===== src/rtl/assert_macros.svh =====
// Assertion helpers used by homography_point_mapper.sv.
`ifndef ASSERT_MACROS_SVH
`define ASSERT_MACROS_SVH
`ifndef SYNTHESIS
`define HPM_ASSERT(lbl, clk, rst, prop) \
   lbl: assert property (@(posedge clk) disable iff (rst) (prop)) \
      else $error("assertion failed");
`define HPM_ASSERT_NEXT(lbl, clk, rst, ante, cons) \
   lbl: assert property (@(posedge clk) disable iff (rst) (ante) |=> (cons)) \
      else $error("assertion failed");
`else
`define HPM_ASSERT(lbl, clk, rst, prop)
`define HPM_ASSERT_NEXT(lbl, clk, rst, ante, cons)
`endif
`endif


===== src/rtl/hpm_pkg.sv =====
package hpm_pkg;

   localparam int COEF_WIDTH_DEF = 32;
   localparam int PIX_W          = 48;
   localparam int QUOT_W         = 33;
   localparam int CSR_ADDR_W     = 3;
   localparam int CSR_DATA_W     = 64;
   localparam int FIELD_W        = 31;

   localparam logic [CSR_ADDR_W-1:0] REG_H0_H1  = 3'd0;
   localparam logic [CSR_ADDR_W-1:0] REG_H2_H3  = 3'd1;
   localparam logic [CSR_ADDR_W-1:0] REG_H4_H5  = 3'd2;
   localparam logic [CSR_ADDR_W-1:0] REG_H6_H7  = 3'd3;
   localparam logic [CSR_ADDR_W-1:0] REG_H8     = 3'd4;
   localparam logic [CSR_ADDR_W-1:0] REG_LENGTH = 3'd5;
   localparam logic [CSR_ADDR_W-1:0] REG_WIDTH  = 3'd6;
   localparam logic [CSR_ADDR_W-1:0] REG_MARGIN = 3'd7;

   localparam logic [63:0] RST_H0_H1 = 64'd16777216;
   localparam logic [63:0] RST_H2_H3 = 64'd0;
   localparam logic [63:0] RST_H4_H5 = 64'd16777216;
   localparam logic [63:0] RST_H6_H7 = 64'd0;
   localparam logic [31:0] RST_H8    = 32'd16777216;
   localparam logic [FIELD_W-1:0] RST_LENGTH = 31'd3538944;
   localparam logic [FIELD_W-1:0] RST_WIDTH  = 31'd1769472;
   localparam logic [FIELD_W-1:0] RST_MARGIN = 31'd131072;

   // Denominator magnitudes below this count as degenerate.
   localparam int DEN_EPS_RAW = 3;

   typedef struct packed {
      logic neg_x;
      logic neg_y;
      logic deg;
      logic ovf_x;
      logic ovf_y;
   } div_side_type;

endpackage


===== src/rtl/hpm_div_step.sv =====
module hpm_div_step #(
   parameter int DW = 82,
   parameter int W  = 115,
   parameter int SH = 0
) (
   input  logic                  clock,
   input  logic                  reset,
   input  logic                  en,
   input  logic                  in_v,
   input  logic [DW-1:0]         in_d,
   input  logic [W-1:0]          in_rx,
   input  logic [W-1:0]          in_ry,
   input  logic [hpm_pkg::QUOT_W-1:0] in_qx,
   input  logic [hpm_pkg::QUOT_W-1:0] in_qy,
   input  hpm_pkg::div_side_type in_side,
   output logic                  out_v,
   output logic [DW-1:0]         out_d,
   output logic [W-1:0]          out_rx,
   output logic [W-1:0]          out_ry,
   output logic [hpm_pkg::QUOT_W-1:0] out_qx,
   output logic [hpm_pkg::QUOT_W-1:0] out_qy,
   output hpm_pkg::div_side_type out_side
);

   localparam int QW = hpm_pkg::QUOT_W;

   logic [W:0] dsh, tx, ty;

   always_comb begin
      dsh = (W+1)'(in_d) << SH;
      tx  = {1'b0, in_rx} - dsh;
      ty  = {1'b0, in_ry} - dsh;
   end

   always_ff @(posedge clock) begin
      if (en) begin
         out_d    <= in_d;
         out_side <= in_side;
         out_rx   <= tx[W] ? in_rx : tx[W-1:0];
         out_ry   <= ty[W] ? in_ry : ty[W-1:0];
         out_qx   <= {in_qx[QW-2:0], ~tx[W]};
         out_qy   <= {in_qy[QW-2:0], ~ty[W]};
      end
   end

   always_ff @(posedge clock) begin
      if (reset) begin
         out_v <= 1'b0;
      end else if (en) begin
         out_v <= in_v;
      end
   end

endmodule


===== config.mk =====
export PLATFORM = sky130hd
export DESIGN_NAME = hpm_div_step
export DESIGN_NICKNAME = d
export VERILOG_FILES = /design/src/rtl/assert_macros.svh /design/src/rtl/hpm_pkg.sv /design/src/rtl/hpm_div_step.sv
export SDC_FILE = /design/constraint.sdc
export NUM_CORES = 1
export LEC_CHECK = 0
export BUFFER_PORTS_ARGS = -buffer_cell sky130_fd_sc_hd__buf_2
export CORE_ASPECT_RATIO = 2
export CORE_MARGIN = 4
export CORE_UTILIZATION = 30
export CTS_BUF_LIST = sky130_fd_sc_hd__clkbuf_4
export CTS_CLUSTER_DIAMETER = 40
export DETAILED_ROUTE_END_ITERATION = 7
export HOLD_SLACK_MARGIN = 0.03
export PLACE_DENSITY = 0.56
export REMOVE_ABC_BUFFERS = 1
export SYNTH_ARGS = -nofsm -noshare
export SYNTH_HDL_FRONTEND = slang
export SYNTH_SLANG_ARGS = --single-unit
export TNS_END_PERCENT = 20

===== constraint.sdc =====
create_clock -name clock -period 10.1 [get_ports clock]
set_input_delay 1.01 -clock clock [delete_from_list [all_inputs] [get_ports clock]]
set_output_delay 1.01 -clock clock [all_outputs]
set_load 0.01 [all_outputs]

Yosys cells after proc, flatten, opt, wreduce, memory -nomap -nowiden --
Cells that the tools add are included.
Word-level totals: bits in registers 384, input port bits 387
Cells by class: bitwise logic cells 2, add/sub/neg operators 2, multiplexer cells 2
Operators with widths (number):
- $sub A115 B82 Y116 | 2
- $mux W115 | 2
- $not A1 Y1 | 2

Longest topological paths before layout --
depth after elaboration 2, gate-level depth with buffers 16, mapped depth without buffers 14

Least setup slack after synthesis --
OpenSTA, ideal clock, no wires.
path kind input -> register, from in in_ry[0], to reg out_ry[100], data pin, data required time 9821 ps, path slack 5965 ps, data arrival time 3856 ps, path buffers 0, setup time 279 ps, stages 14, cells stage by stage inv_1 -> ha_1 -> inv_1 -> fa_1 -> a211oi_1 -> o21ai_0 -> and3_1 -> o211ai_1 -> a31oi_1 -> or2_2 -> a31oi_1 -> o21ai_0 -> a2111oi_0 -> xor2_1
On the way: word-level cells in the longest chain between the ends 2
RTL lines:
- start, declared | RTL line hpm_div_step.sv:12 | input logic [W-1:0] in_ry,
- $sub A115 B82 Y116 | RTL line hpm_div_step.sv:32 | ty = {1'b0, in_ry} - dsh;
- $mux W115 | RTL line hpm_div_step.sv:40 | out_ry <= ty[W] ? in_ry : ty[W-1:0];
- end signal, assigned | RTL line hpm_div_step.sv:40
- end, declared | RTL line hpm_div_step.sv:19 | output logic [W-1:0] out_ry,
No other way between the ends. A chain may end at the register's enable or synchronous reset.

Final worst setup path --
from in in_d[72], to reg out_rx[28], data pin
On the way: word-level cells in the longest chain between the ends 2
RTL lines:
- start, declared | RTL line hpm_div_step.sv:10 | input logic [DW-1:0] in_d,
- $sub A115 B82 Y116 | RTL line hpm_div_step.sv:31 | tx = {1'b0, in_rx} - dsh;
- $mux W115 | RTL line hpm_div_step.sv:39 | out_rx <= tx[W] ? in_rx : tx[W-1:0];
- end signal, assigned | RTL line hpm_div_step.sv:39
- end, declared | RTL line hpm_div_step.sv:18 | output logic [W-1:0] out_rx,
No other way between the ends.

==> impl_metrics.csv <==
group,metric,value,unit
clocking,h-tree-depth,3,
synthesis,yosysSeqAreaShare,43.8,%
routing,initialDrtViolationCount,1692,
clocking,clk_latency,1.06,ns
routing,vias,26000,
synthesis,synth.most_common_cell,"a21oi_1",
synthesis,synth_top_area_share,43.7,%
power,seq_power_share,40.9,%
outcome,status,"finished, final reports clean",
critical_path,cp-start-kind,"primary input",
critical_path,arrival,6.10,ns
power,power_frac_comb,30.4,%
grt,gr-total-overflow,0,
timing,setup_viol,0,
die,dieHeight,427,um
synthesis,synth_common_cells,"394 x a21oi_1, 383 x edfxtp_1, 323 x nor2_1, 248 x nand2_1",
routing,drc,0,
grt,grtUsageTotal,27.6,%
critical_path,r2r_cells,2,
die,die_w,217,um
cells_and_area,n_fill_cell,9168,
synthesis,synthArstFlopShare,0,%
min_path,min-delay-start,"in_d[37]",
power,p_per_area,154,nW/um2
routing,wire_per_inst,27.4,um
timing,hold_viol,0,
power,power_leakage,13.7,nW
clocking,cts_tree,"done",
clocking,cts_root_buf,"clkbuf_4",
synthesis,yosys-top-cells-area,"edfxtp_1 44%, ha_1 7.8%, a21oi_1 7.5%, nor2_1 4.6%, xnor2_1 4.0%",
critical_path,cp-end-kind,"flip-flop",
die,io_pins,771,
place,numPlacedInstances,4664,
die,die_area,92800,um2
cells_and_area,final_nets,4163,
cells_and_area,areaGrowthSynthToFinish,24.0,%
clocking,cts_buffers,95,
clocking,cts.reportedPaths.clkPinSlew,0.07,ns
synthesis,synth.distinct_cells,84,
routing,wirelength,133000,um
timing,fmax,0.186,GHz
timing,period_needed,5.37,ns
power,intPower,3.24,mW
min_path,hp-class,"primary input to flip-flop",
routing,vias_per_cell,5.34,
critical_path,timing.rr.end,"out_v$_SDFFE_PP0P_",
power,pwr-share-clk,28.7,%
critical_path,reg2reg_slack,9.48,ns
synthesis,synth_seq_cells,384,
synthesis,synth_edf_count,383,
timing,setup-tns-final,0,ns
synthesis,synth.avg_cell_area,9.28,um2
clocking,cts.sinks,384,
grt,grt_max_degree,112,
routing,ant_nets,0,
run,max_cap_violations,0,
min_path,min_to,"out_d[37]$_DFFE_PP_",
power,irDropWorstVdd,0.0838,mV
cells_and_area,drive_gt1_share,26.4,%
place,hpwl,113000,um
timing,grt_setup_unrepaired,"no",
synthesis,yosys_warnings,0,
power,switching_share,35.5,%
timing,post-route-period-util,53.2,%
grt,antenna_found_initial,52,
synthesis,netlist_instances,2837,
timing,worst_pin_slew,1.24,ns
place,place.gp.congestion,0.986,
timing,fin_skew,0,ns
clocking,cts_max_path_buffers,3,
synthesis,synth_top_area_cell,"edfxtp_1",
critical_path,crit_fanout,66,
cells_and_area,final_cells,4863,
timing,relSlewSlack,16.7,%
synthesis,synth_area,26300,um2
critical_path,worstPathRequired,10.83,ns
grt,grt_pass1_wl,183000,um
die,row_count,153,
timing,holdWs,0.162,ns
cells_and_area,post-route-util,37.5,%
min_path,min_path_cells,1,
place,place.port_buffers,768,
clocking,cts_setup_buffers,0,
die,start_util,30.2,%
routing,first_pass_iters,6,
grt,grt_pass1_vias,26100,
power,p_sw,1.78,mW
critical_path,worstReg2RegStart,"out_v$_SDFFE_PP0P_",
synthesis,synth_ff_type,"edfxtp_1",
critical_path,crit_type,"primary input to flip-flop",
timing,slew_viol_final,0,
power,p_total,5.02,mW
die,core_area,87100,um2
[cell type report]
class                      count  area, um2  area share, %
multi-input combinational   2195      13700           42.1
sequential                   384      11500           35.3
timing repair buffer         790       4060           12.4
tap                         1162       1450           4.45
clock buffer                 128        961           2.94
inverter                     144        546           1.67
clock inverter                39        295          0.905
antenna                       21       52.6          0.161
[power by group through the flow]
stage               sequential [mW]  combinational (mW)  clock (mW)
global placement               2.08                1.52           0
detailed placement             2.09                1.52           0
CTS                            2.06                1.53        1.50
floorplan                      2.18               0.687           0
finish                         2.05                1.53        1.44
global route                   2.07                1.64        1.57
[kinds of logic (layout without fill, tap and decap cells)]
family                   after synthesis  after routing  share of synthesized area [%]
flip-flops                           384            384                           43.8
multiplexers                           1              1                         0.0380
AO/OA/AOI/OAI                        876            876                           20.0
buffers and inverters                258           1101                           4.01
XOR/XNOR                             222            222                           7.39
AND/OR/NAND/NOR                      930            930                           16.8
adder cells (fa/ha/maj)              166            166                           7.95
other                                  0             21                              0
[stage by stage]
step           cell area, um2  setup slack, ns
2_1_floorplan           25800             4.53
6_report                32600             4.73
4_1_cts                 32600             4.80
5_1_grt                 32600             4.57
3_5_place_dp            31200             3.87
3_3_place_gp            31200             3.91
[critical path: stages]
cell and delay (ns):
dlygate4sd3_1 0.59, buf_2 0.14, inv_1 0.11, ha_1 0.47, inv_1 0.10, nor3_1 0.64
o2111ai_1 0.37, a21oi_1 0.56, nor3_4 0.07, buf_4 0.31, inv_4 0.55, buf_4 0.71
nor2_1 0.09, a21oi_1 0.34
[placed cells by master (no fill, tap or decap), types with 13 or more instances in the layout]
master,instances
clkinv_1,20
o211ai_1,18
inv_1,142
ha_1,164
a211oi_1,17
xnor2_1,119
o21a_1,25
diode_2,21
and3_1,20
and2_1,14
xor2_1,103
or3_1,28
nand2_1,248
o2111ai_1,13
o31ai_1,19
a21oi_1,394
nand4_1,75
nor2_1,323
nand2b_1,20
buf_2,767
o21ai_1,15
edfxtp_1,383
or2_2,18
nor4_1,35
clkbuf_4,128
a31oi_1,20
a21o_1,62
o21bai_1,52
nor3_1,51
o21ai_0,164
nand3_1,36
[layer usage]
metal	wire (um)	global-route usage (%)	up-vias
li1	-	-	12100
met1	42600	25.5	12200
met2	70000	52.1	1285
met3	10900	7.94	369
met4	9810	17.4	22
met5	138	0	-
[sequential cells by signal (all words and copies together) (netlist names)]
register and cells:
out_rx 115, out_v 1, out_ry 115, out_side 5, out_d 82, out_qy 33
out_qx 33
[how the worst max path moves through the flow]
stage                         start                    to  depth (start not counted)
after floorplan           in_rx[85]  out_rx[90]$_DFFE_PP_                         11
after global placement     in_d[15]  out_rx[19]$_DFFE_PP_                         15
after detailed placement   in_d[15]  out_rx[19]$_DFFE_PP_                         15
after CTS                  in_d[72]  out_rx[19]$_DFFE_PP_                         14
after global routing       in_d[72]  out_rx[19]$_DFFE_PP_                         14
final                      in_d[72]  out_rx[28]$_DFFE_PP_                         14
[timing repair]
action | 4_1_cts | 5_1_grt
hold buffers | 11 | 0
resized for setup | 0 | 0
hold endpoints to repair | 11 | 0
Power figures use the tool's default switching activity.
