File: config.mk
export PLATFORM = sky130hd
export DESIGN_NAME = hpm_back
export DESIGN_NICKNAME = d
export VERILOG_FILES = /design/src/rtl/assert_macros.svh /design/src/rtl/hpm_pkg.sv /design/src/rtl/hpm_back.sv
export SDC_FILE = /design/constraint.sdc
export NUM_CORES = 1
export LEC_CHECK = 0
export ABC_AREA = 1
export BUFFER_PORTS_ARGS = -buffer_cell sky130_fd_sc_hd__buf_2
export CAP_MARGIN = 20
export CORE_AREA = 3 3 153 266
export CTS_BUF_LIST = sky130_fd_sc_hd__clkbuf_4 sky130_fd_sc_hd__clkbuf_8
export DETAILED_ROUTE_END_ITERATION = 6
export DIE_AREA = 0 0 156 269
export REMOVE_ABC_BUFFERS = 1
export SLEW_MARGIN = 20
export SYNTH_ARGS = -nofsm -noshare
export SYNTH_HDL_FRONTEND = slang
export SYNTH_SLANG_ARGS = --single-unit
File: constraint.sdc
create_clock -name clock -period 3.7 [get_ports clock]
set_input_delay 0.555 -clock clock [delete_from_list [all_inputs] [get_ports clock]]
set_output_delay 0.555 -clock clock [all_outputs]
set_load 0.05 [all_outputs]
File: src/rtl/assert_macros.svh
// Assertion helpers used by homography_point_mapper.sv.
`ifndef ASSERT_MACROS_SVH
`define ASSERT_MACROS_SVH
`ifndef SYNTHESIS
`define HPM_ASSERT(lbl, clk, rst, prop) \
   lbl: assert property (@(posedge clk) disable iff (rst) (prop)) \
      else $error("assertion failed");
`define HPM_ASSERT_NEXT(lbl, clk, rst, ante, cons) \
   lbl: assert property (@(posedge clk) disable iff (rst) (ante) |=> (cons)) \
      else $error("assertion failed");
`else
`define HPM_ASSERT(lbl, clk, rst, prop)
`define HPM_ASSERT_NEXT(lbl, clk, rst, ante, cons)
`endif
`endif

File: src/rtl/hpm_pkg.sv
package hpm_pkg;

   localparam int COEF_WIDTH_DEF = 32;
   localparam int PIX_W          = 48;
   localparam int QUOT_W         = 33;
   localparam int CSR_ADDR_W     = 3;
   localparam int CSR_DATA_W     = 64;
   localparam int FIELD_W        = 31;

   localparam logic [CSR_ADDR_W-1:0] REG_H0_H1  = 3'd0;
   localparam logic [CSR_ADDR_W-1:0] REG_H2_H3  = 3'd1;
   localparam logic [CSR_ADDR_W-1:0] REG_H4_H5  = 3'd2;
   localparam logic [CSR_ADDR_W-1:0] REG_H6_H7  = 3'd3;
   localparam logic [CSR_ADDR_W-1:0] REG_H8     = 3'd4;
   localparam logic [CSR_ADDR_W-1:0] REG_LENGTH = 3'd5;
   localparam logic [CSR_ADDR_W-1:0] REG_WIDTH  = 3'd6;
   localparam logic [CSR_ADDR_W-1:0] REG_MARGIN = 3'd7;

   localparam logic [63:0] RST_H0_H1 = 64'd16777216;
   localparam logic [63:0] RST_H2_H3 = 64'd0;
   localparam logic [63:0] RST_H4_H5 = 64'd16777216;
   localparam logic [63:0] RST_H6_H7 = 64'd0;
   localparam logic [31:0] RST_H8    = 32'd16777216;
   localparam logic [FIELD_W-1:0] RST_LENGTH = 31'd3538944;
   localparam logic [FIELD_W-1:0] RST_WIDTH  = 31'd1769472;
   localparam logic [FIELD_W-1:0] RST_MARGIN = 31'd131072;

   // Denominator magnitudes below this count as degenerate.
   localparam int DEN_EPS_RAW = 3;

   typedef struct packed {
      logic neg_x;
      logic neg_y;
      logic deg;
      logic ovf_x;
      logic ovf_y;
   } div_side_type;

endpackage

File: src/rtl/hpm_back.sv
module hpm_back (
   input  logic                  clock,
   input  logic                  reset,
   input  logic                  en,
   input  logic                  in_v,
   input  logic [hpm_pkg::QUOT_W-1:0] qx,
   input  logic [hpm_pkg::QUOT_W-1:0] qy,
   input  hpm_pkg::div_side_type side,
   input  logic [hpm_pkg::FIELD_W-1:0] field_length,
   input  logic [hpm_pkg::FIELD_W-1:0] field_width,
   input  logic [hpm_pkg::FIELD_W-1:0] field_margin,
   output logic                  out_v,
   output logic [31:0]           field_x,
   output logic [31:0]           field_y,
   output logic                  mapped_valid,
   output logic                  saturated,
   output logic                  inside_field
);

   localparam int QW = hpm_pkg::QUOT_W;

   logic [QW-1:0] lim_x, lim_y, mag_x, mag_y;
   logic sat_x, sat_y;
   logic [31:0] fx_in, fy_in, fx_ff, fy_ff;
   logic val_in, sat_in, val_ff, sat_ff, v_ff;

   always_comb begin
      lim_x = side.neg_x ? 33'h0_8000_0000 : 33'h0_7FFF_FFFF;
      lim_y = side.neg_y ? 33'h0_8000_0000 : 33'h0_7FFF_FFFF;
      sat_x = side.ovf_x || (qx > lim_x);
      sat_y = side.ovf_y || (qy > lim_y);
      mag_x = sat_x ? lim_x : qx;
      mag_y = sat_y ? lim_y : qy;
      val_in = !side.deg;
      if (side.deg) begin
         fx_in  = '0;
         fy_in  = '0;
         sat_in = 1'b0;
      end else begin
         fx_in  = side.neg_x ? -mag_x[31:0] : mag_x[31:0];
         fy_in  = side.neg_y ? -mag_y[31:0] : mag_y[31:0];
         sat_in = sat_x || sat_y;
      end
   end

   logic signed [33:0] m34, lo34, hx34, hy34, fx34, fy34;
   logic ins_in;

   always_comb begin
      m34  = $signed({3'd0, field_margin});
      lo34 = -m34;
      hx34 = $signed({3'd0, field_length}) + m34;
      hy34 = $signed({3'd0, field_width}) + m34;
      fx34 = $signed({{2{fx_ff[31]}}, fx_ff});
      fy34 = $signed({{2{fy_ff[31]}}, fy_ff});
      ins_in = val_ff && !sat_ff && (fx34 >= lo34) && (fx34 <= hx34) &&
               (fy34 >= lo34) && (fy34 <= hy34);
   end

   always_ff @(posedge clock) begin
      if (en) begin
         fx_ff        <= fx_in;
         fy_ff        <= fy_in;
         val_ff       <= val_in;
         sat_ff       <= sat_in;
         field_x      <= fx_ff;
         field_y      <= fy_ff;
         mapped_valid <= val_ff;
         saturated    <= sat_ff;
         inside_field <= ins_in;
      end
   end

   always_ff @(posedge clock) begin
      if (reset) begin
         v_ff  <= 1'b0;
         out_v <= 1'b0;
      end else if (en) begin
         v_ff  <= in_v;
         out_v <= v_ff;
      end
   end

endmodule

**Yosys cells after proc, flatten, opt, wreduce, memory -nomap -nowiden**

Index checks and enable logic that the tools add are counted.

- Bits in registers: 135
- Input port bits: 168
- Output and inout bits: 68

- Add/sub/neg operators: 5
- $lt $le $gt $ge: 6
- Multiplexer cells: 6
- Reduce and logical (&&, ||, !) cells: 10

Operators by type and width:

| cell | number |
|---|---|
| 32-bit 2-to-1 mux | 6 |
| 32-bit by 34-bit greater-or-equal comparator with 1-bit output | 2 |
| 33-bit by 32-bit greater-than comparator with 1-bit output | 2 |
| 32-bit by 33-bit less-or-equal comparator with 1-bit output | 2 |
| 31-bit by 31-bit adder with 32-bit output | 2 |
| 32-bit negator | 2 |
| 31-bit negator with 34-bit output | 1 |
| 1-bit logical AND | 5 |
| 1-bit logical OR | 3 |
| 1-bit zero test | 2 |

**Logic depth before layout (Yosys ltp)**

Gate-level depths: netlist (run 1).

- Word-level depth: 6
- Gate-level depth with buffers: 30

**Worst setup path before layout (run 1)**

OpenSTA, ideal clock, no wires.

- Path kind: in2reg
- Start point: in field_width[0] in the netlist's numbering
- End point: reg inside_field, data pin
- Setup time: 0.258 ns
- Data arrival time: 3.727 ns
- Path slack: -0.284 ns
- Stages on the path: 25
- Path buffers: 0
- Cell sequence: ha_1 > fa_1 > nand3_1 > nand2_1 > a21o_1 > a21oi_1 > o21ai_1 > a21boi_0 > o21ai_1 > nand2_1 > o21ai_1 > nand2_1 > nand2_1 > xnor2_1 > ha_1 > nand4_1 > nor2_1 > inv_1 > nor2_1 > and3_1 > nand3_1 > o211ai_1 > a21oi_1 > nand3_1 > nor2_1

- Longest elaborated chain between the ends: 3

RTL lines:

| what | line | text |
|---|---|---|
| from (decl) | hpm_back.sv:10 | `input logic [hpm_pkg::FIELD_W-1:0] field_width,` |
| 31-bit by 31-bit adder with 32-bit output | hpm_back.sv:53 | `hy34 = $signed({3'd0, field_width}) + m34;` |
| 32-bit by 33-bit less-or-equal comparator with 1-bit output | hpm_back.sv:57 | `(fy34 >= lo34) && (fy34 <= hy34);` |
| 1-bit logical AND | hpm_back.sv:57 |  |
| via ins_in | hpm_back.sv:47 | `logic ins_in;` |
| to (signal assigned) | hpm_back.sv:70 | `inside_field <= ins_in;` |
| to (decl) | hpm_back.sv:17 | `output logic inside_field` |

The timed path passes the listed nets, and every way through them passes these cells.
A chain may end at the register's enable or synchronous reset.

**Final worst setup path (run 1)**

- Start point: in field_margin[1] in the netlist's numbering
- End point: reg inside_field, data pin

- Longest elaborated chain between the ends: 6
- Elaborated cells on any way between the ends: 11
- Those cells by class: add/sub: 3; order compare: 4; reduce/logical: 4

RTL lines:

| what | line | text |
|---|---|---|
| from (decl) | hpm_back.sv:11 | `input logic [hpm_pkg::FIELD_W-1:0] field_margin,` |
| 31-bit negator with 34-bit output | hpm_back.sv:51 | `lo34 = -m34;` |
| 32-bit by 34-bit greater-or-equal comparator with 1-bit output | hpm_back.sv:56 | `ins_in = val_ff && !sat_ff && (fx34 >= lo34) && (fx34 <= hx34) &&` |
| 1-bit logical AND (3 in series) | hpm_back.sv:56 |  |
| 1-bit logical AND (*) | hpm_back.sv:57 |  |
| via ins_in | hpm_back.sv:47 |  |

The timed path passes the listed nets; every way through them passes the cells marked *.

==> impl_results.md, run 1 <==
* TritonCTS Buffers at 17
* Switching Fraction at 39.6%
* CTS Buffer Depth at 2
* Startpoint Class: input port
* Layout Cells excl Fill at 3,097
* Flop pwr share at 31.7%
* RSZ-0062 raised after global routing: yes
* Initial Util at 39.7%
* Cell Int Power at 3.79 mW
* Final ANT Viol Nets at 0
* Crit-path slowest cell: nor4_2
* Die Ht at 269 microns
* DIE AREA at 42,000 sq um
* DRC violation count after routing at 0
* Crit path largest cell delay at 0.38 ns
* Synth warnings at 0
* FFs w/ async S/R, synth at 0%
* Clock sink count at 135
* CP top delay family: simple AND/OR/NAND/NOR gates
* Final hold vios at 0
* TritonCTS clock tree: done
* Most used cell, CP: nand4_1
* Seq/Total Area, Yosys at 26.3%
* Hold buffer count at CTS at 0
* DIE WIDTH at 156 microns
* Crit path capture type: flip-flop
* Status: finished, violations left
* Max-Cap Viols at 0
* WL final at 56,500 microns
* Critical path fanouts, max at 4
* Pwr/cell area at 307 nW/um^2
* Commonest non-fill, non-tap cells in the layout: nand2_1, buf_4, ha_1
* Violated checks: negative setup slack
* Worst-skew pair later-pin latency at 0.48 ns
* Final Total Pwr at 6.27 mW
* Fin area at 20,400 sq um
* Hold Path End: out_v$_SDFFE_PP0P_
* Critical path class: in2reg
* GRT Overall Usage at 26.6%
* DR iter-0 viols at 914
* CP Data Required Time at 3.95 ns
* LEAKAGE at 10.3 nW
* Fmax at 0.250 GHz
* Initial DRT Pass Iterations at 5
* Placed inst area at 19,500 sq um
* HPWL Detailed at 47,500 microns
* Hold Startpoint: reset
* Post-placement cell count at 3,041
* Multi-input gate area at 10,600 sq um
* Gate Count Post-Synth at 2,020
* Slew Limit Fails at 0
* Endpoints failing setup at 1
* Min-delay worst type: in2reg
* Routed WL per cell at 18.2 microns
* Clk pwr share at 22.8%
* Pre-CTS WS at -0.902 ns
* Number of synthesized flops with an enable pin at 133
* Total gr overflow at 0
* Largest net degree at the start of global routing at 65
* Layout area overhead at 33.1%
* Core area at 38,600 sq um
* I/O pin total at 236
* Setup Skew at 0.0280 ns
* Share of power burned in combinational logic at 45.6%
* Via-to-Cell Ratio at 5.25
* Storage cell area at 4030 sq um
* Reg2reg path depth at 14
* Hold path depth at 2
* Least-Margin Pin Slew at 0.668 ns
* Worst path bufs/invs at 3
* First-pass GRT wire length at 86,600 microns
* Synth cell types at 57
* Vias in the first global route at 16,300
* Synthesized area per cell at 7.59 sq um
* Routability cong. at 0.913
* Layout cells sized above 1 at 28.4%
* FF+latch count, synth at 135
* Buffers on Ports at 235
* CP arrival at 4.24 ns
* Worst VDD drop at 0.000249 V
* Antenna violations before repair at 3
* FILL cells at 3,754
* Synth Flop Type: edfxtp_1
* R2r setup slk at 1.24 ns
* Depth of the CTS H-tree at 4
* Tcrit/Tclk final at 108%
* Worst R2R Start: fx_ff[2]$_SDFFCE_PP0P_
* Final WS setup at -0.294 ns
* Commonest non-fill, non-tap cell in the layout: nand2_1
* Via count at 16,300
* Mapped Area at 15,300 sq um
* Nets at 3,030
* Sw power at 2.49 mW
* Final hold slack at 0.246 ns
* Clk root buf: clkbuf_8
* Fin crit period at 3.99 ns
* Rows at 95
* R2R Path End: inside_field$_DFFE_PP_
* Worst-path clk slew at 0.10 ns
* Rel. slew slack at 55.5%
-- synthesized netlist by cell type (13+ instances only) --
cell type / count / area, sq um
ha_1: 263 / 3290
o21ai_1: 18 / 90.1
nor2_2: 13 / 81.3
a31oi_1: 19 / 119
nor3_1: 22 / 110
a21oi_1: 184 / 921
nand4_1: 41 / 257
nand3_2: 16 / 160
nand3_1: 143 / 716
o21ai_0: 88 / 440
inv_1: 187 / 702
xor2_1: 43 / 377
nor2_1: 212 / 796
xnor2_1: 36 / 315
nand2_1: 429 / 1610
edfxtp_1: 133 / 3990
-- cells by family (layout without fill, tap and decap cells) --
kind of cell	after synthesis	in the layout	synth area share [%]
adder cells (fa/ha/maj)	265	265	21.7
buffers and inverters	229	819	6.09
flip-flops	135	135	26.3
XOR/XNOR	79	79	4.51
other	0	2	0
AO/OA/AOI/OAI	378	378	13.8
AND/OR/NAND/NOR	934	934	27.6
-- power by group through the flow --
stage / Sequential [mW] / Clock, mW / Combinational, mW
after detailed placement: 2.02 / 0 / 2.78
after global routing: 1.99 / 1.52 / 3.18
after floorplan: 2.13 / 0 / 1.40
after CTS: 1.99 / 1.46 / 2.81
final: 1.99 / 1.43 / 2.86
after global placement: 2.03 / 0 / 2.72
-- final cells by class --
type                            count  share of cell area (%)
Timing Repair Buffer              592                    19.3
Antenna cell                        2                  0.0245
Inverter                          195                    3.62
Multi-Input combinational cell   1656                    52.2
Sequential cell                   135                    19.8
Clock inverter                     15                    1.05
Clock buffer                       17                    1.15
Tap cell                          485                    2.97
-- how the worst max path moves through the flow --
stage | startpoint | endpoint | slack (ns) | depth (start not counted)
final | field_margin[1] | inside_field$_DFFE_PP_ | -0.29 | 25
after global placement | field_margin[2] | inside_field$_DFFE_PP_ | -0.92 | 24
after detailed placement | field_margin[2] | inside_field$_DFFE_PP_ | -0.90 | 24
after global routing | field_margin[1] | inside_field$_DFFE_PP_ | -0.48 | 25
after floorplan | field_width[0] | inside_field$_DFFE_PP_ | -0.28 | 25
after CTS | field_margin[2] | inside_field$_DFFE_PP_ | -0.23 | 24
-- flip-flops by register name, indices dropped and copies added, names as in the netlist --
register / cells
field_x: 32
field_y: 32
fx_ff: 32
fy_ff: 32
inside_field: 1
mapped_valid: 1
out_v: 1
sat_ff: 1
saturated: 1
v_ff: 1
val_ff: 1
-- through the flow --
step	TNS [ns]	utilization, %
6_report	-0.294	52.8
3_5_place_dp	-0.986	50.4
4_1_cts	-0.228	52.1
5_1_grt	-0.479	52.8
2_1_floorplan	-0.288	-
3_3_place_gp	-0.918	50.4
-- layer usage --
metal	share of wire (%)	global-route usage, %
met1	39	30.5
met2	51	48.5
met3	3.7	2.57
met4	5.4	13.9
met5	0.023	0
-- repair_timing --
action / in CTS / in global routing
endpoints found under the setup margin: 1 / 1
hold endpoints to repair: 0 / 0
buffers inserted: 14 / 8
pin swaps: 13 / 26
gates cloned: 0 / 0
gates resized for setup: 29 / 55
Power figures use the tool's default switching activity.
==> run 2: changes to the inputs <==
--- a/config.mk
+++ b/config.mk
@@ -6,12 +6,14 @@
 export NUM_CORES = 1
 export LEC_CHECK = 0
 export ABC_AREA = 1
+export ABC_CLOCK_PERIOD_IN_PS = 3700
 export BUFFER_PORTS_ARGS = -buffer_cell sky130_fd_sc_hd__buf_2
 export CAP_MARGIN = 20
 export CORE_AREA = 3 3 153 266
 export CTS_BUF_LIST = sky130_fd_sc_hd__clkbuf_4 sky130_fd_sc_hd__clkbuf_8
 export DETAILED_ROUTE_END_ITERATION = 6
 export DIE_AREA = 0 0 156 269
+export RECOVER_POWER = 50
 export REMOVE_ABC_BUFFERS = 1
 export SLEW_MARGIN = 20
 export SYNTH_ARGS = -nofsm -noshare
==> run 2 against run 1 <==
- the run ends with max-capacitance violations, max-slew violations, negative setup slack left
- non-clock buffer count is the same
- die area is the same
- utilization shrank 0.058 points
- first-iteration DRC count grew 8.4%
- worst hold slack lost 0.00056 ns
- maximum frequency is essentially flat
- global-route usage is the same
- via count is essentially flat
- flip-flop and latch count is the same
- register-to-register slack lost 0.02 ns
- sequential share of layout area is essentially flat
==> impl_results.md, run 2 (synthesis results as in run 1) <==
* Clock sink count at 135
* Fin area at 20,400 sq um
* DR iter-0 viols at 991
* Pwr/cell area at 308 nW/um^2
* Via count at 16,300
* Total gr overflow at 0
* Post-placement cell count at 3,041
* WL final at 56,500 microns
* Rel. slew slack at -15.5%
* Pre-CTS WS at -0.902 ns
* Startpoint Class: input port
* Min-delay worst type: in2reg
* Rows at 95
* Initial Util at 39.7%
* Violated checks: max-capacitance violations, max-slew violations, negative setup slack
* Endpoints failing setup at 1
* Antenna violations before repair at 3
* Worst VDD drop at 0.000248 V
* Layout cells sized above 1 at 28.4%
* HPWL Detailed at 47,500 microns
* TritonCTS Buffers at 17
* DIE WIDTH at 156 microns
* Max-Cap Viols at 1
* Storage cell area at 4030 sq um
* Routed WL per cell at 18.3 microns
* Setup Skew at 0.0277 ns
* CP Data Required Time at 3.95 ns
* Final hold vios at 0
* Routability cong. at 0.913
* First-pass GRT wire length at 86,600 microns
* Crit path capture type: flip-flop
* Layout area overhead at 33.0%
* Slew Limit Fails at 65
* Fmax at 0.251 GHz
* Buffers on Ports at 235
* Critical path fanouts, max at 4
* Layout Utilization at 52.8%
* Worst-skew pair later-pin latency at 0.48 ns
* Fin crit period at 3.99 ns
* Final hold slack at 0.245 ns
* Worst-path clk slew at 0.10 ns
* Placed inst area at 19,500 sq um
* Critical path class: in2reg
* Core area at 38,600 sq um
* RSZ-0062 raised after global routing: yes
* Tcrit/Tclk final at 108%
* CTS Buffer Depth at 2
* FILL cells at 3,756
* DIE AREA at 42,000 sq um
* Clk root buf: clkbuf_8
* Vias in the first global route at 16,300
* Initial DRT Pass Iterations at 5
* Final Total Pwr at 6.27 mW
* Final ANT Viol Nets at 0
* GRT Overall Usage at 26.6%
* Via-to-Cell Ratio at 5.25
* Final WS setup at -0.291 ns
* Nets at 3,030
* Commonest non-fill, non-tap cells in the layout: nand2_1, buf_4, ha_1
* Commonest non-fill, non-tap cell in the layout: nand2_1
* Layout Cells excl Fill at 3,097
* Die Ht at 269 microns
* LEAKAGE at 10.3 nW
* TritonCTS clock tree: done
* Status: finished, violations left
* I/O pin total at 236
* Depth of the CTS H-tree at 4
* Least-Margin Pin Slew at 1.73 ns
* Largest net degree at the start of global routing at 65
* Multi-input gate area at 10,600 sq um
* Post-route setup TNS at -0.291 ns
* CP arrival at 4.24 ns
* DRC violation count after routing at 0
==> run 2: cell count changes in the layout (fill, tap and decap cells not counted) <==
cell,delta
clkbuf_1,+1
buf_2,-1
buf_12,-1
clkbuf_2,+2
buf_6,-1
==> run 2: worst max-delay path, cell delays in order <==
cell and delay, ns:
buf_8 0.09, buf_6 0.12, inv_4 0.06, ha_4 0.14, nand3_4 0.08, nor2_4 0.08, nand4_1 0.11, nor2_2 0.15
nand4_1 0.12, nor2_1 0.12, nand2_1 0.09, nor3_2 0.22, nand4_1 0.26, nor4_2 0.38, o22ai_2 0.14, ha_1 0.32
nand4_1 0.19, nor3_2 0.27, and3_4 0.25, o2111ai_4 0.10, nand3_2 0.11, or2_4 0.12, nand3_2 0.06, nand3_2 0.07
nor2_1 0.04
==> run 2: report_power, final <==
group | total [mW] | internal (mW) | switching [mW]
combinational | 2.85 | 1.19 | 1.67
clock | 1.43 | 0.753 | 0.676
sequential | 1.99 | 1.85 | 0.143
total | 6.27 | 3.79 | 2.49
==> run 2: final cells by class <==
cell class | count | share of cell area [%]
antenna | 2 | 0.0245
clock buffer | 17 | 1.15
clock inverter | 15 | 1.06
inverter | 195 | 3.63
multi-input combinational | 1656 | 52.2
sequential | 135 | 19.8
tap | 485 | 2.98
timing repair buffer | 592 | 19.2
==> run 2: metal layers <==
layer  vias to the layer above  GRT usage [%]  wire length [microns]
met5                         -              0                     13
met4                         2           13.9                   3110
met3                       132           2.57                   2070
met2                       438           48.5                  29000
met1                      7480           30.5                  22400
li1                       8214              -                      -
==> run 2: final timing paths <==
| kind | start | endpoint | slack [ns] | cells after the start |
|---|---|---|---|---|
| setup / recovery | field_margin[1] | inside_field$_DFFE_PP_ | -0.29 | 25 |
| hold / removal | reset | out_v$_SDFFE_PP0P_ | 0.25 | 2 |
| setup reg to reg | fx_ff[2]$_SDFFCE_PP0P_ | inside_field$_DFFE_PP_ | 1.22 | 14 |
| hold reg to reg | v_ff$_SDFFE_PP0P_ | out_v$_SDFFE_PP0P_ | 0.47 | 2 |
==> run 2: repair_timing <==
action,CTS,global route
endpoints found under the setup margin,1,1
buffers inserted,14,8
hold buffers,0,0
resized for setup,29,55
pin swaps,13,26
==> run 3: changes to the inputs <==
--- a/config.mk
+++ b/config.mk
@@ -9,10 +9,11 @@
 export ABC_CLOCK_PERIOD_IN_PS = 3700
 export BUFFER_PORTS_ARGS = -buffer_cell sky130_fd_sc_hd__buf_2
 export CAP_MARGIN = 20
-export CORE_AREA = 3 3 153 266
+export CORE_AREA = 3 3 140 243
 export CTS_BUF_LIST = sky130_fd_sc_hd__clkbuf_4 sky130_fd_sc_hd__clkbuf_8
 export DETAILED_ROUTE_END_ITERATION = 6
-export DIE_AREA = 0 0 156 269
+export DIE_AREA = 0 0 143 246
+export PLACE_DENSITY = 0.71
 export RECOVER_POWER = 50
 export REMOVE_ABC_BUFFERS = 1
 export SLEW_MARGIN = 20
==> run 3 against run 2 <==
- the flow still finishes with violations (max-capacitance violations, max-slew violations, negative setup slack)
- non-clock buffer count shrank 30
- sequential power is essentially flat
- maximum frequency grew 0.82%
- routed wire length shrank 3.0%
- clock power shrank 6%
- die area shrank 16%
- register-to-register slack lost 0.12 ns
- flip-flop and latch count is the same
- final area shrank 1.7%
- utilization grew 9.2 points
==> impl_results.md, run 3 (synthesis results as in run 1) <==
* Endpoints failing setup at 1
* Clk root buf: clkbuf_8
* Multi-input gate area at 10,600 sq um
* Fin area at 20,100 sq um
* Vias in the first global route at 16,100
* Final WS setup at -0.259 ns
* Layout area overhead at 30.7%
* Antenna violations before repair at 5
* CP arrival at 4.21 ns
* Via count at 16,400
* Fmax at 0.253 GHz
* Critical path class: in2reg
* WL final at 54,800 microns
* Max-Cap Viols at 1
* Via-to-Cell Ratio at 5.49
* Core area at 32,300 sq um
* GRT Overall Usage at 30.6%
* Largest net degree at the start of global routing at 64
* Violated checks: max-capacitance violations, max-slew violations, negative setup slack
* Layout Utilization at 62.0%
* Rows at 87
* Rel. slew slack at -13.5%
* Fin crit period at 3.96 ns
* Final hold vios at 0
* TritonCTS clock tree: done
* Nets at 3,000
* Pwr/cell area at 307 nW/um^2
* Worst-skew pair later-pin latency at 0.48 ns
* Placed inst area at 19,200 sq um
* Initial Util at 47.4%
* Tcrit/Tclk final at 107%
* DIE WIDTH at 143 microns
* Min-delay worst type: in2reg
* Routability cong. at 0.966
* CP Data Required Time at 3.95 ns
* Final ANT Viol Nets at 0
* Commonest non-fill, non-tap cell in the layout: nand2_1
* Crit path capture type: flip-flop
* Crit path largest cell delay at 0.26 ns
* LEAKAGE at 10.2 nW
* DIE AREA at 35,200 sq um
* Layout cells sized above 1 at 27.1%
* Status: finished, violations left
* Crit-path slowest cell: nor3_2
* RSZ-0062 raised after global routing: yes
* Depth of the CTS H-tree at 4
* Buffers on Ports at 235
* Worst-path clk slew at 0.09 ns
* Total gr overflow at 0
* Clock sink count at 135
* First-pass GRT wire length at 83,700 microns
* Critical path fanouts, max at 4
* Slew Limit Fails at 64
* HPWL Detailed at 45,700 microns
* Commonest non-fill, non-tap cells in the layout: nand2_1, buf_4, ha_1
* CTS Buffer Depth at 2
* DRC violation count after routing at 0
* I/O pin total at 236
* Routed WL per cell at 18.4 microns
* Least-Margin Pin Slew at 1.70 ns
* Hold buffer count at CTS at 0
* Storage cell area at 4030 sq um
* DR iter-0 viols at 1,042
* TritonCTS Buffers at 17
* FILL cells at 2,959
* Setup Skew at 0.0210 ns
* Initial DRT Pass Iterations at 7
* Startpoint Class: input port
* Die Ht at 246 microns
* Worst VDD drop at 0.000395 V
run 3: changes by cell type in the layout (fill, tap and decap cells not counted), moves of 4 or more:
cell | before | now
buf_4 | 351 | 314
a21oi_1 | 177 | 181
a21oi_2 | 7 | 3
buf_12 | 2 | 6
clkbuf_1 | 1 | 5
clkinv_4 | 0 | 4
run 3: final timing paths:
check	from	endpoint	slack [ns]	depth (start not counted)
min	reset	v_ff$_SDFFE_PP0P_	0.24	2
min reg2reg	sat_ff$_SDFFCE_PP0P_	saturated$_DFFE_PP_	0.47	0
max	field_margin[5]	inside_field$_DFFE_PP_	-0.26	25
max reg2reg	fx_ff[8]$_SDFFCE_PP0P_	inside_field$_DFFE_PP_	1.10	12
run 3: power breakdown:
| part | leakage, nW | switching, mW | internal [mW] |
|---|---|---|---|
| clock | 0.210 | 0.663 | 0.681 |
| combinational | 8.64 | 1.66 | 1.17 |
| sequential | 1.31 | 0.142 | 1.85 |
run 3: through the flow:
step / setup TNS, ns / total power, mW / setup slack [ns] / std cells / hold slack (ns)
detailed placement: -1.30 / 4.76 / -0.875 / 2925 / 0.435
finish: -0.259 / 6.16 / -0.259 / 2985 / 0.241
CTS: -0.109 / 6.14 / -0.109 / 2968 / 0.209
global route: -0.468 / 6.56 / -0.468 / 2984 / 0.216
floorplan: -0.288 / 3.53 / -0.284 / 1986 / 0.426
global placement: -0.806 / 4.70 / -0.763 / 2925 / 0.435
run 3: repair_timing:
item / 4_1_cts / 5_1_grt
endpoints found under the setup margin: 1 / 1
pin swaps: 8 / 35
buffers inserted: 11 / 12
gates resized for setup: 30 / 37
run 3: critical path: cells and delay by family:
kind / cells / cell delay (ns)
and+or+nand+nor: 18 / 2.49
buffers and inverters: 4 / 0.65
adders and majority gates: 1 / 0.17
AOI/OAI and AO/OA: 2 / 0.34
run 3: layer usage:
layer  up-vias  track usage, %  share of wire, %
met5         -               0             0.024
met4         2            16.8               5.8
met3       155            4.06               4.5
met2       505            54.3                51
met1      7562            34.8                39
li1       8161               -                 -
run 3: area by class of cell:
cell class,instances,share of cell area [%]
multi-input combinational,1656,53.0
antenna,5,0.0624
sequential,135,20.1
clock buffer,17,1.17
tap,400,2.50
timing repair buffer,562,18.5
inverter,195,3.68
clock inverter,15,0.955
